===== src/design/pag_pkg.sv =====
// ----------------------------------------------------------------------------
// pag_pkg
// Shared constants, accumulator type and saturating add for the polygon
// area and bounds core.
// ----------------------------------------------------------------------------
package pag_pkg;

    localparam int COORD_BITS_DEF = 16;
    localparam int ACC_BITS       = 50;

    typedef logic signed [ACC_BITS-1:0] acc_t;

    localparam acc_t ACC_MAX = {1'b0, {(ACC_BITS-1){1'b1}}};
    localparam acc_t ACC_MIN = {1'b1, {(ACC_BITS-1){1'b0}}};

    // a + b, clamped to the accumulator range
    function automatic acc_t sat_add(input acc_t a, input acc_t b);
        logic signed [ACC_BITS:0] s;
        s = {a[ACC_BITS-1], a} + {b[ACC_BITS-1], b};
        if (s[ACC_BITS] != s[ACC_BITS-1]) begin
            return s[ACC_BITS] ? ACC_MIN : ACC_MAX;
        end
        return s[ACC_BITS-1:0];
    endfunction

endpackage


===== src/design/polygon_area_and_bounds_core.sv =====
// ----------------------------------------------------------------------------
// polygon_area_and_bounds_core
// Streams polygon vertices and returns twice the signed shoelace area plus
// the bounding box for each polygon closed by tlast.
// ----------------------------------------------------------------------------
//  channel | direction | carries
//  s_      | in        | one vertex per request, tlast on the last vertex
//  m_      | out       | one result per polygon
//
//  Takes one vertex every cycle unless a stalled result holds it back;
//  three register stages (tracking, multiply, result) lie between the last
//  vertex of a polygon and its result.
//  The accumulator clears as it loads a result, so there is no gap between
//  polygons. Reset (aresetn low, synchronous) drops any open polygon.
//  A stalled result holds back only a closing vertex and the ones behind it.
// ----------------------------------------------------------------------------
module polygon_area_and_bounds_core #(
    parameter int COORD_BITS = pag_pkg::COORD_BITS_DEF
) (
    input  logic                                                  aclk,
    input  logic                                                  aresetn,
    input  logic                                                  s_tvalid,
    output logic                                                  s_tready,
    // vertex_x, vertex_y
    input  logic [((2*COORD_BITS+7)/8)*8-1:0]                     s_tdata,
    input  logic                                                  s_tlast,
    output logic                                                  m_tvalid,
    input  logic                                                  m_tready,
    // twice_area, box_min_x, box_min_y, box_max_x, box_max_y, box_width, box_height
    output logic [((pag_pkg::ACC_BITS+6*COORD_BITS+7)/8)*8-1:0]   m_tdata
);
    import pag_pkg::*;

    localparam int SW  = COORD_BITS + 1;
    localparam int PW  = 2 * SW;
    localparam int EW  = (PW > ACC_BITS) ? PW : ACC_BITS;
    localparam int MW  = ((ACC_BITS + 6*COORD_BITS + 7) / 8) * 8;
    localparam int MPD = MW - ACC_BITS - 6*COORD_BITS;

    logic signed [COORD_BITS-1:0] vx, vy;

    logic                         f_valid, f_ready, f_fin;
    logic signed [SW-1:0]         f_sx1, f_dy1, f_sx2, f_dy2;
    logic signed [COORD_BITS-1:0] f_lo_x, f_lo_y, f_hi_x, f_hi_y;

    logic signed [PW-1:0]         prod1, prod2;
    logic                         mv_reg, mfin_reg;
    acc_t                         t1_reg, t2_reg;
    logic signed [COORD_BITS-1:0] mlo_x_reg, mlo_y_reg, mhi_x_reg, mhi_y_reg;
    logic                         a_ready;

    acc_t                  r_area;
    logic [COORD_BITS-1:0] r_lo_x, r_lo_y, r_hi_x, r_hi_y, r_w, r_h;

    // clamp a product to the accumulator range
    function automatic acc_t clamp_term(input logic signed [EW-1:0] v);
        logic upper_ones, upper_zeros;
        upper_ones  = &v[EW-1:ACC_BITS-1];
        upper_zeros = ~|v[EW-1:ACC_BITS-1];
        if (upper_ones || upper_zeros) begin
            return v[ACC_BITS-1:0];
        end
        return v[EW-1] ? ACC_MIN : ACC_MAX;
    endfunction

    assign vx = s_tdata[COORD_BITS-1:0];
    assign vy = s_tdata[2*COORD_BITS-1:COORD_BITS];

    pag_front #(.COORD_BITS(COORD_BITS)) u_front (
        .aclk     (aclk),
        .aresetn  (aresetn),
        .in_valid (s_tvalid),
        .in_ready (s_tready),
        .in_x     (vx),
        .in_y     (vy),
        .in_fin   (s_tlast),
        .out_valid(f_valid),
        .out_ready(f_ready),
        .out_fin  (f_fin),
        .out_sx1  (f_sx1),
        .out_dy1  (f_dy1),
        .out_sx2  (f_sx2),
        .out_dy2  (f_dy2),
        .out_lo_x (f_lo_x),
        .out_lo_y (f_lo_y),
        .out_hi_x (f_hi_x),
        .out_hi_y (f_hi_y)
    );

    // multiply stage
    assign prod1   = PW'(f_sx1) * PW'(f_dy1);
    assign prod2   = PW'(f_sx2) * PW'(f_dy2);
    assign f_ready = !mv_reg || a_ready;

    always_ff @(posedge aclk) begin
        if (!aresetn) begin
            mv_reg <= 1'b0;
        end else if (f_ready) begin
            mv_reg <= f_valid;
        end
    end

    always_ff @(posedge aclk) begin
        if (f_ready && f_valid) begin
            mfin_reg  <= f_fin;
            t1_reg    <= clamp_term(EW'(prod1));
            t2_reg    <= clamp_term(EW'(prod2));
            mlo_x_reg <= f_lo_x;
            mlo_y_reg <= f_lo_y;
            mhi_x_reg <= f_hi_x;
            mhi_y_reg <= f_hi_y;
        end
    end

    pag_accum #(.COORD_BITS(COORD_BITS)) u_accum (
        .aclk      (aclk),
        .aresetn   (aresetn),
        .in_valid  (mv_reg),
        .in_ready  (a_ready),
        .in_fin    (mfin_reg),
        .in_t1     (t1_reg),
        .in_t2     (t2_reg),
        .in_lo_x   (mlo_x_reg),
        .in_lo_y   (mlo_y_reg),
        .in_hi_x   (mhi_x_reg),
        .in_hi_y   (mhi_y_reg),
        .out_valid (m_tvalid),
        .out_ready (m_tready),
        .out_area  (r_area),
        .out_lo_x  (r_lo_x),
        .out_lo_y  (r_lo_y),
        .out_hi_x  (r_hi_x),
        .out_hi_y  (r_hi_y),
        .out_width (r_w),
        .out_height(r_h)
    );

    generate
        if (MPD > 0) begin : g_pad
            assign m_tdata = {{MPD{1'b0}}, r_h, r_w, r_hi_y, r_hi_x, r_lo_y, r_lo_x, r_area};
        end else begin : g_nopad
            assign m_tdata = {r_h, r_w, r_hi_y, r_hi_x, r_lo_y, r_lo_x, r_area};
        end
    endgenerate

endmodule


===== src/design/pag_front.sv =====
// ----------------------------------------------------------------------------
// pag_front
// Vertex tracking: first and previous vertex, bounding box, and the edge
// operands (sum of x, difference of y) for the running and closing terms.
// ----------------------------------------------------------------------------
module pag_front #(
    parameter int COORD_BITS = pag_pkg::COORD_BITS_DEF
) (
    input  logic                         aclk,
    input  logic                         aresetn,
    input  logic                         in_valid,
    output logic                         in_ready,
    input  logic signed [COORD_BITS-1:0] in_x,
    input  logic signed [COORD_BITS-1:0] in_y,
    input  logic                         in_fin,
    output logic                         out_valid,
    input  logic                         out_ready,
    output logic                         out_fin,
    output logic signed [COORD_BITS:0]   out_sx1,
    output logic signed [COORD_BITS:0]   out_dy1,
    output logic signed [COORD_BITS:0]   out_sx2,
    output logic signed [COORD_BITS:0]   out_dy2,
    output logic signed [COORD_BITS-1:0] out_lo_x,
    output logic signed [COORD_BITS-1:0] out_lo_y,
    output logic signed [COORD_BITS-1:0] out_hi_x,
    output logic signed [COORD_BITS-1:0] out_hi_y
);
    import pag_pkg::*;

    localparam int SW = COORD_BITS + 1;

    logic                         started_reg, started_next;
    logic signed [COORD_BITS-1:0] first_x_reg, first_y_reg;
    logic signed [COORD_BITS-1:0] prev_x_reg, prev_y_reg;
    logic signed [COORD_BITS-1:0] lo_x_reg, lo_y_reg, hi_x_reg, hi_y_reg;
    logic signed [COORD_BITS-1:0] lo_x_next, lo_y_next, hi_x_next, hi_y_next;
    logic signed [COORD_BITS-1:0] first_x_eff, first_y_eff;
    logic signed [SW-1:0]         sx1_next, dy1_next, sx2_next, dy2_next;

    logic                         v_reg;
    logic                         fin_reg;
    logic signed [SW-1:0]         sx1_reg, dy1_reg, sx2_reg, dy2_reg;
    logic signed [COORD_BITS-1:0] bl_x_reg, bl_y_reg, bh_x_reg, bh_y_reg;

    logic accept;

    assign in_ready = !v_reg || out_ready;
    assign accept   = in_valid && in_ready;

    always_comb begin
        first_x_eff = started_reg ? first_x_reg : in_x;
        first_y_eff = started_reg ? first_y_reg : in_y;
        if (started_reg) begin
            lo_x_next = (in_x < lo_x_reg) ? in_x : lo_x_reg;
            hi_x_next = (in_x > hi_x_reg) ? in_x : hi_x_reg;
            lo_y_next = (in_y < lo_y_reg) ? in_y : lo_y_reg;
            hi_y_next = (in_y > hi_y_reg) ? in_y : hi_y_reg;
            sx1_next  = SW'(prev_x_reg) + SW'(in_x);
            dy1_next  = SW'(prev_y_reg) - SW'(in_y);
        end else begin
            lo_x_next = in_x;
            hi_x_next = in_x;
            lo_y_next = in_y;
            hi_y_next = in_y;
            sx1_next  = '0;
            dy1_next  = '0;
        end
        // closing edge back to the first vertex, only on the last one
        if (in_fin) begin
            sx2_next = SW'(in_x) + SW'(first_x_eff);
            dy2_next = SW'(in_y) - SW'(first_y_eff);
        end else begin
            sx2_next = '0;
            dy2_next = '0;
        end
        started_next = !in_fin;
    end

    always_ff @(posedge aclk) begin
        if (!aresetn) begin
            started_reg <= 1'b0;
            v_reg       <= 1'b0;
        end else begin
            if (accept) begin
                started_reg <= started_next;
            end
            if (in_ready) begin
                v_reg <= in_valid;
            end
        end
    end

    always_ff @(posedge aclk) begin
        if (accept) begin
            first_x_reg <= first_x_eff;
            first_y_reg <= first_y_eff;
            prev_x_reg  <= in_x;
            prev_y_reg  <= in_y;
            lo_x_reg    <= lo_x_next;
            lo_y_reg    <= lo_y_next;
            hi_x_reg    <= hi_x_next;
            hi_y_reg    <= hi_y_next;
            fin_reg     <= in_fin;
            sx1_reg     <= sx1_next;
            dy1_reg     <= dy1_next;
            sx2_reg     <= sx2_next;
            dy2_reg     <= dy2_next;
            bl_x_reg    <= lo_x_next;
            bl_y_reg    <= lo_y_next;
            bh_x_reg    <= hi_x_next;
            bh_y_reg    <= hi_y_next;
        end
    end

    assign out_valid = v_reg;
    assign out_fin   = fin_reg;
    assign out_sx1   = sx1_reg;
    assign out_dy1   = dy1_reg;
    assign out_sx2   = sx2_reg;
    assign out_dy2   = dy2_reg;
    assign out_lo_x  = bl_x_reg;
    assign out_lo_y  = bl_y_reg;
    assign out_hi_x  = bh_x_reg;
    assign out_hi_y  = bh_y_reg;

endmodule


===== src/design/pag_accum.sv =====
// ----------------------------------------------------------------------------
// pag_accum
// Saturating shoelace accumulator and result register. Running and closing
// terms are added in order; the last vertex loads the result and clears.
// ----------------------------------------------------------------------------
module pag_accum #(
    parameter int COORD_BITS = pag_pkg::COORD_BITS_DEF
) (
    input  logic                         aclk,
    input  logic                         aresetn,
    input  logic                         in_valid,
    output logic                         in_ready,
    input  logic                         in_fin,
    input  pag_pkg::acc_t                in_t1,
    input  pag_pkg::acc_t                in_t2,
    input  logic signed [COORD_BITS-1:0] in_lo_x,
    input  logic signed [COORD_BITS-1:0] in_lo_y,
    input  logic signed [COORD_BITS-1:0] in_hi_x,
    input  logic signed [COORD_BITS-1:0] in_hi_y,
    output logic                         out_valid,
    input  logic                         out_ready,
    output pag_pkg::acc_t                out_area,
    output logic [COORD_BITS-1:0]        out_lo_x,
    output logic [COORD_BITS-1:0]        out_lo_y,
    output logic [COORD_BITS-1:0]        out_hi_x,
    output logic [COORD_BITS-1:0]        out_hi_y,
    output logic [COORD_BITS-1:0]        out_width,
    output logic [COORD_BITS-1:0]        out_height
);
    import pag_pkg::*;

    acc_t acc_reg;
    acc_t sum1, sum2;
    logic valid_reg;
    logic accept, load;

    acc_t                  area_reg;
    logic [COORD_BITS-1:0] lo_x_reg, lo_y_reg, hi_x_reg, hi_y_reg;
    logic [COORD_BITS-1:0] width_reg, height_reg;

    // vertices that do not close a polygon never wait on the result side
    assign in_ready = !in_fin || !valid_reg || out_ready;
    assign accept   = in_valid && in_ready;
    assign load     = accept && in_fin;

    assign sum1 = sat_add(acc_reg, in_t1);
    assign sum2 = sat_add(sum1, in_t2);

    always_ff @(posedge aclk) begin
        if (!aresetn) begin
            acc_reg   <= '0;
            valid_reg <= 1'b0;
        end else begin
            if (accept) begin
                acc_reg <= in_fin ? '0 : sum1;
            end
            if (load) begin
                valid_reg <= 1'b1;
            end else if (out_ready) begin
                valid_reg <= 1'b0;
            end
        end
    end

    always_ff @(posedge aclk) begin
        if (load) begin
            area_reg   <= sum2;
            lo_x_reg   <= in_lo_x;
            lo_y_reg   <= in_lo_y;
            hi_x_reg   <= in_hi_x;
            hi_y_reg   <= in_hi_y;
            width_reg  <= COORD_BITS'(in_hi_x - in_lo_x);
            height_reg <= COORD_BITS'(in_hi_y - in_lo_y);
        end
    end

    assign out_valid  = valid_reg;
    assign out_area   = area_reg;
    assign out_lo_x   = lo_x_reg;
    assign out_lo_y   = lo_y_reg;
    assign out_hi_x   = hi_x_reg;
    assign out_hi_y   = hi_y_reg;
    assign out_width  = width_reg;
    assign out_height = height_reg;

endmodule


===== config.mk =====
export PLATFORM = sky130hd
export DESIGN_NAME = polygon_area_and_bounds_core
export DESIGN_NICKNAME = d
export VERILOG_FILES = /design/src/design/pag_pkg.sv /design/src/design/polygon_area_and_bounds_core.sv /design/src/design/pag_front.sv /design/src/design/pag_accum.sv
export SDC_FILE = /design/constraint.sdc
export NUM_CORES = 2
export LEC_CHECK = 0
export BUFFER_PORTS_ARGS = -buffer_cell sky130_fd_sc_hd__buf_4
export CAP_MARGIN = 20
export CORE_MARGIN = 2
export CORE_UTILIZATION = 33
export CTS_CLUSTER_DIAMETER = 150
export DETAILED_ROUTE_END_ITERATION = 16
export GPL_ROUTABILITY_DRIVEN = 0
export SLEW_MARGIN = 15
export SYNTH_ARGS = -nofsm -noshare
export SYNTH_HDL_FRONTEND = slang
export SYNTH_SLANG_ARGS = --single-unit
export TNS_END_PERCENT = 50

===== constraint.sdc =====
create_clock -name aclk -period 19.9 [get_ports aclk]
set_input_delay 0.995 -clock aclk [delete_from_list [all_inputs] [get_ports aclk]]
set_output_delay 0.995 -clock aclk [all_outputs]
set_load 0.005 [all_outputs]

== Yosys cells after proc, flatten, opt, wreduce, memory -nomap -nowiden ==
Index checks and enable logic that the tools add are counted.

* Flip-flop bits (word level): 562
* Input port bits: 37

* $add $sub $neg: 8
* Multiply operators: 2
* $lt $le $gt $ge: 4
* Equal/unequal tests: 6
* Multiplexer cells: 26
* Reductions and logical operators: 18

{| class="wikitable"
|+ Operator list
! cell !! count
|-
| $mux 50 || 11
|-
| $mux 16 || 10
|-
| $add 50x50->51 || 2
|-
| $mul 17x17->34 || 2
|-
| $add 16x16->17 || 2
|-
| $sub 16x16->17 || 2
|-
| $gt 16x16->1 || 2
|-
| $lt 16x16->1 || 2
|-
| $sub 16x16->16 || 2
|-
| $ne 2x2->1 const B || 4
|-
| $reduce_and 2->1 || 4
|-
| $logic_not 1->1 || 5
|-
| $mux 1 || 5
|-
| $logic_and 1x1->1 || 4
|-
| $logic_or 1x1->1 || 4
|-
| $ne 1x1->1 || 2
|-
| $reduce_bool 2->1 || 1
|}

== Depth between registers and ports, before layout ==
* Depth after elaboration: 8
* Depth in mapped cells: 29
* Depth with buffers taken out: 26

== Hierarchy ==
Synthesis repeated with hierarchy kept, for this count alone.

* Cell total of the unflattened synthesis: 4936
* Area, all modules: 50716.1 um2

{| class="wikitable"
|+ Modules (own cells, without submodules)
! module !! times used !! cells each !! area an instance (um2) !! sequential area each (um2)
|-
| polygon_area_and_bounds_core || 1 || 2501 || 25763.5 || 4013.8
|-
| pag_accum || 1 || 1439 || 13524.2 || 5405.2
|-
| pag_front || 1 || 996 || 11428.5 || 5955.7
|}

== Least setup slack after synthesis ==
No wires, ideal clock.

* Kind: input to register
* From: in m_tready
* To: reg u_accum.area_reg[0], in the netlist u_accum.out_area[0], enable pin
* Setup time: 0.653 ns
* Data arrival time: 7.095 ns
* Data required time: 19.247 ns
* Path slack: 12.152 ns
* Cell stages on the path: 2
* Path buffers: 0
* Path through: nor2b_1 nor2_1

* Cells in the longest elaborated chain, start to end: 3

{| class="wikitable"
|+ RTL lines
! item !! RTL line !! source
|-
| start: declaration || polygon_area_and_bounds_core.sv:28 || <nowiki>input logic m_tready,</nowiki>
|-
| $logic_or 1x1->1 || pag_accum.sv:42 || <nowiki>assign in_ready = !in_fin || !valid_reg || out_ready;</nowiki>
|-
| $logic_and 1x1->1 || pag_accum.sv:43 || <nowiki>assign accept = in_valid && in_ready;</nowiki>
|-
| $logic_and 1x1->1 || pag_accum.sv:44 || <nowiki>assign load = accept && in_fin;</nowiki>
|-
| net u_accum.load || pag_accum.sv:35 || <nowiki>logic accept, load;</nowiki>
|-
| end signal: assignment || pag_accum.sv:67 || <nowiki>area_reg <= sum2;</nowiki>
|-
| end: declaration || pag_accum.sv:37 || <nowiki>acc_t area_reg;</nowiki>
|}

The timed path passes the listed nets, and every way through them passes these cells.
A chain may end at the register's enable or synchronous reset.

== Worst setup path in the final report ==
* From: reg t1_reg[48]
* To: reg u_accum.area_reg[31], in the netlist u_accum.out_area[31], data pin

* Cells in the longest elaborated chain, start to end: 8
* Elaborated cells between the ends (all ways): 12
* Classes of those cells: 2 x add/sub; 2 x eq/ne; 8 x mux

{| class="wikitable"
|+ RTL lines
! item !! RTL line !! source
|-
| start: declaration || polygon_area_and_bounds_core.sv:48 || <nowiki>acc_t t1_reg, t2_reg;</nowiki>
|-
| start signal: assignment || polygon_area_and_bounds_core.sv:106 || <nowiki>t1_reg <= clamp_term(EW'(prod1));</nowiki>
|-
| $add 50x50->51 * || pag_pkg.sv:19 || <nowiki>s = {a[ACC_BITS-1], a} + {b[ACC_BITS-1], b};</nowiki>
|-
| $mux 50 / $ne 1x1->1 (equally long branches) || pag_pkg.sv:21, pag_pkg.sv:20 ||
|-
| $mux 50 / $mux 1 (equally long branches) || pag_pkg.sv:20 || <nowiki>if (s[ACC_BITS] != s[ACC_BITS-1]) begin</nowiki>
|-
| $mux 50 * || pag_pkg.sv:23 || <nowiki>return s[ACC_BITS-1:0];</nowiki>
|-
| $add 50x50->51 * || pag_pkg.sv:19 ||
|-
| $mux 50 / $ne 1x1->1 (equally long branches) || pag_pkg.sv:21, pag_pkg.sv:20 ||
|-
| $mux 50 / $mux 1 (equally long branches) || pag_pkg.sv:20 ||
|-
| $mux 50 * || pag_pkg.sv:23 ||
|-
| net u_accum.sum2[31] || pag_accum.sv:33 || <nowiki>acc_t sum1, sum2;</nowiki>
|}

Mark *: on every way through the listed nets, which the timed path passes. The rest lies on a longest branch. The select of a mux whose other input is x is not followed.

==> run summary <==
wire per inst - 17.6 um
hold path cells - 0
Slew headroom - 32.2%
kind of critical path - register to register
first-pass GRT wire length - 206000 um
r2r setup slk - 12.09 ns
Critical Path AT - 8.36 ns
Port Buffers - 184
cts bufs inserted - 60
core area - 154000 um^2
Cell Area, Synth - 51000 um^2
# rows - 144
Worst Hold Path EP - mfin_reg$_DFFE_PP_
nets@finish - 6222
initial antenna violation count - 0
min Tclk post-route - 7.81 ns
DRT met1 WL - 58200 um
top-area cell type share of the netlist area - 28.1%
sequential fraction of the synthesis area - 30.2%
R2R Path End - u_accum.out_area[31]$_DFFE_PP_
Die Y - 397 um
clk_lat worst skew - 0.69 ns
Die X - 397 um
Max Freq - 128 MHz
initial DRC count - 2219
drt first pass iters - 6
Synth Instances - 5053
Clock Tree Buf Depth - 3
Worst-path clk slew - 0.06 ns
share of post-route cells with drive strength above 1 - 6.91%
die footprint - 158000 um^2
setup tns final - 0 ns
Worst Tran Pin Value - 1.02 ns
H-tree levels - 2
via count - 35775
CTS sink cnt - 530
Slew Viols, Final - 0
fillers - 15334
# DRC - 0
DRT antenna net count - 0
post-synth cell types - 85
Avg Inst Size Synth - 10.1 um^2
postcts setup bufs - 0
CTS Root Cell - clkbuf_16
DR vias/cell - 4.93
Tot GR Track Use - 16.3%
cts hold-fix bufs - 0
outcome - complete, no violations
Hold Crit Class - register to register
Max-Cap Viols - 0
final hold vios - 0
number of global-route vias before repair - 37628
starting density of the core - 33.2%
area delta synth->final - 10.9%
pin count of the biggest net entering global routing - 74
ANT cells - 0
final setup fails - 0
worst r2r src - t1_reg[48]$_DFFE_PP_
YS warnings - 0
Startpoint Class - register
asr flop ratio synth - 0%
top sig layer - met4
GR Overflow Total - 0
Worst Hold Launch - u_front.out_fin$_DFFE_PP_
met2 routed WL - 58500 um
Ports - 191
Worst setup EP type - register
wire length on met3 - 7410 um
top cells by area, synth - edfxtp_1 (28%), fa_1 (24%), ha_1 (10%)
unrepaired setup endpoints after global routing - no
CTS tree - done
CP Max Fanout - 41
CP Data Required Time - 20.45 ns
DP Wirelength - 98900 um
post-cts resize count - 0
Primary FF master, synth - edfxtp_1
#FFs+latches synth - 530
number of synthesized flops with an enable pin - 476
routed wire length - 128000 um
final period utilization - 39.3%
r2r worst-path depth - 23
clock skew - 0.0598 ns
Yosys top cell by area - edfxtp_1
## metal layers
metal / vias to the layer above / global-route usage [%]
met4: 0 / 4.85
met3: 212 / 2.69
met5: - / 0
li1: 16898 / -
met2: 957 / 26.4
met1: 17708 / 22.4
## worst max path at each step
stage / startpoint / to / slack (ns) / cells past startpoint
after floorplan: m_tready / u_accum.out_area[0]$_DFFE_PP_ / 12.15 / 2
after global placement: t1_reg[48]$_DFFE_PP_ / u_accum.out_area[46]$_DFFE_PP_ / 12.29 / 25
final: t1_reg[48]$_DFFE_PP_ / u_accum.out_area[31]$_DFFE_PP_ / 12.09 / 23
after CTS: t1_reg[48]$_DFFE_PP_ / u_accum.out_area[44]$_DFFE_PP_ / 12.16 / 25
after detailed placement: t1_reg[48]$_DFFE_PP_ / u_accum.out_area[31]$_DFFE_PP_ / 12.19 / 25
after global routing: t1_reg[48]$_DFFE_PP_ / u_accum.out_area[44]$_DFFE_PP_ / 11.38 / 25
## per-stage QoR
stage / hold slack [ns] / utilization, % / instance area (um^2) / worst slack [ns] / std cells
finish: 0.430 / 36.8 / 56500 / 12.09 / 7252
floorplan: 0.400 / - / 51000 / 12.15 / 5058
global placement: 0.406 / 35.4 / 54400 / 12.29 / 7141
CTS: 0.433 / 36.8 / 56500 / 12.16 / 7252
global route: 0.446 / 36.8 / 56500 / 11.38 / 7252
detailed placement: 0.414 / 35.4 / 54400 / 12.19 / 7141
## cell type report
| cell class | count | area, um^2 | area share [%] |
|---|---|---|---|
| clock buffers | 71 | 1620 | 2.87 |
| clock inverters | 40 | 455 | 0.806 |
| flip-flops and latches | 530 | 15400 | 27.2 |
| well taps | 2044 | 2560 | 4.53 |
| repair buffers | 201 | 1510 | 2.67 |
| inverters | 843 | 3170 | 5.61 |
| multi-input cells | 3523 | 31800 | 56.3 |
## critical path: stages, from the launching register on
cell	delay, ns
edfxtp_1	0.83
ha_1	0.42
a21oi_1	0.21
o21ai_0	0.19
a21oi_1	0.20
o21ai_0	0.09
a21oi_1	0.17
o31ai_2	0.11
a31oi_1	0.58
mux2_2	0.71
a21oi_1	0.38
nor2_1	0.10
ha_1	0.39
o21a_1	0.17
a21oi_1	0.10
o21ai_1	0.30
a31oi_2	0.21
o41a_2	0.58
nor3_1	0.24
o2bb2ai_1	0.22
a21oi_2	0.35
mux2i_4	0.49
buf_4	0.45
o21a_1	0.20
## cell usage after synthesis, types with 26 or more instances
master,count
inv_1,842
fa_1,600
nand2_1,509
edfxtp_1,476
ha_1,426
and2_1,291
nor2_1,270
a21oi_1,194
o21ai_0,183
xnor2_1,145
clkbuf_1,133
a21o_1,114
o21a_1,72
nor3_1,66
nand3_1,65
dfxtp_1,54
nand2b_1,53
nor2b_1,49
xor2_1,47
a21boi_0,39
nand4_1,35
a31oi_1,29
o211ai_1,29
a211oi_1,26
o21bai_1,26
## cell usage in the layout, fill, tap and decap left out, types with 60 or more instances in the layout
master / count
buf_4: 201
o21ai_0: 181
and2_1: 291
nand2_1: 509
nor3_1: 66
nand3_1: 65
a21oi_1: 193
xnor2_1: 145
ha_1: 426
clkbuf_16: 60
fa_1: 600
nor2_1: 269
edfxtp_1: 476
o21a_1: 72
a21o_1: 114
inv_1: 841
## cells by family (layout without fill, tap and decap cells)
group           Yosys count  after routing  share of synthesized area (%)
simple gates           1439           1439                           13.7
fa+ha+maj              1026           1026                           34.0
buf+inv                1005           1155                           7.52
compound gates          840            840                           10.8
flops                   530            530                           30.2
xor+xnor                192            192                           3.30
mux                      20             20                          0.435
other cells               1              6                        0.00736
Power is not shown: default switching activity piles up to over one toggle a cycle in this logic, so the estimate is an artifact.
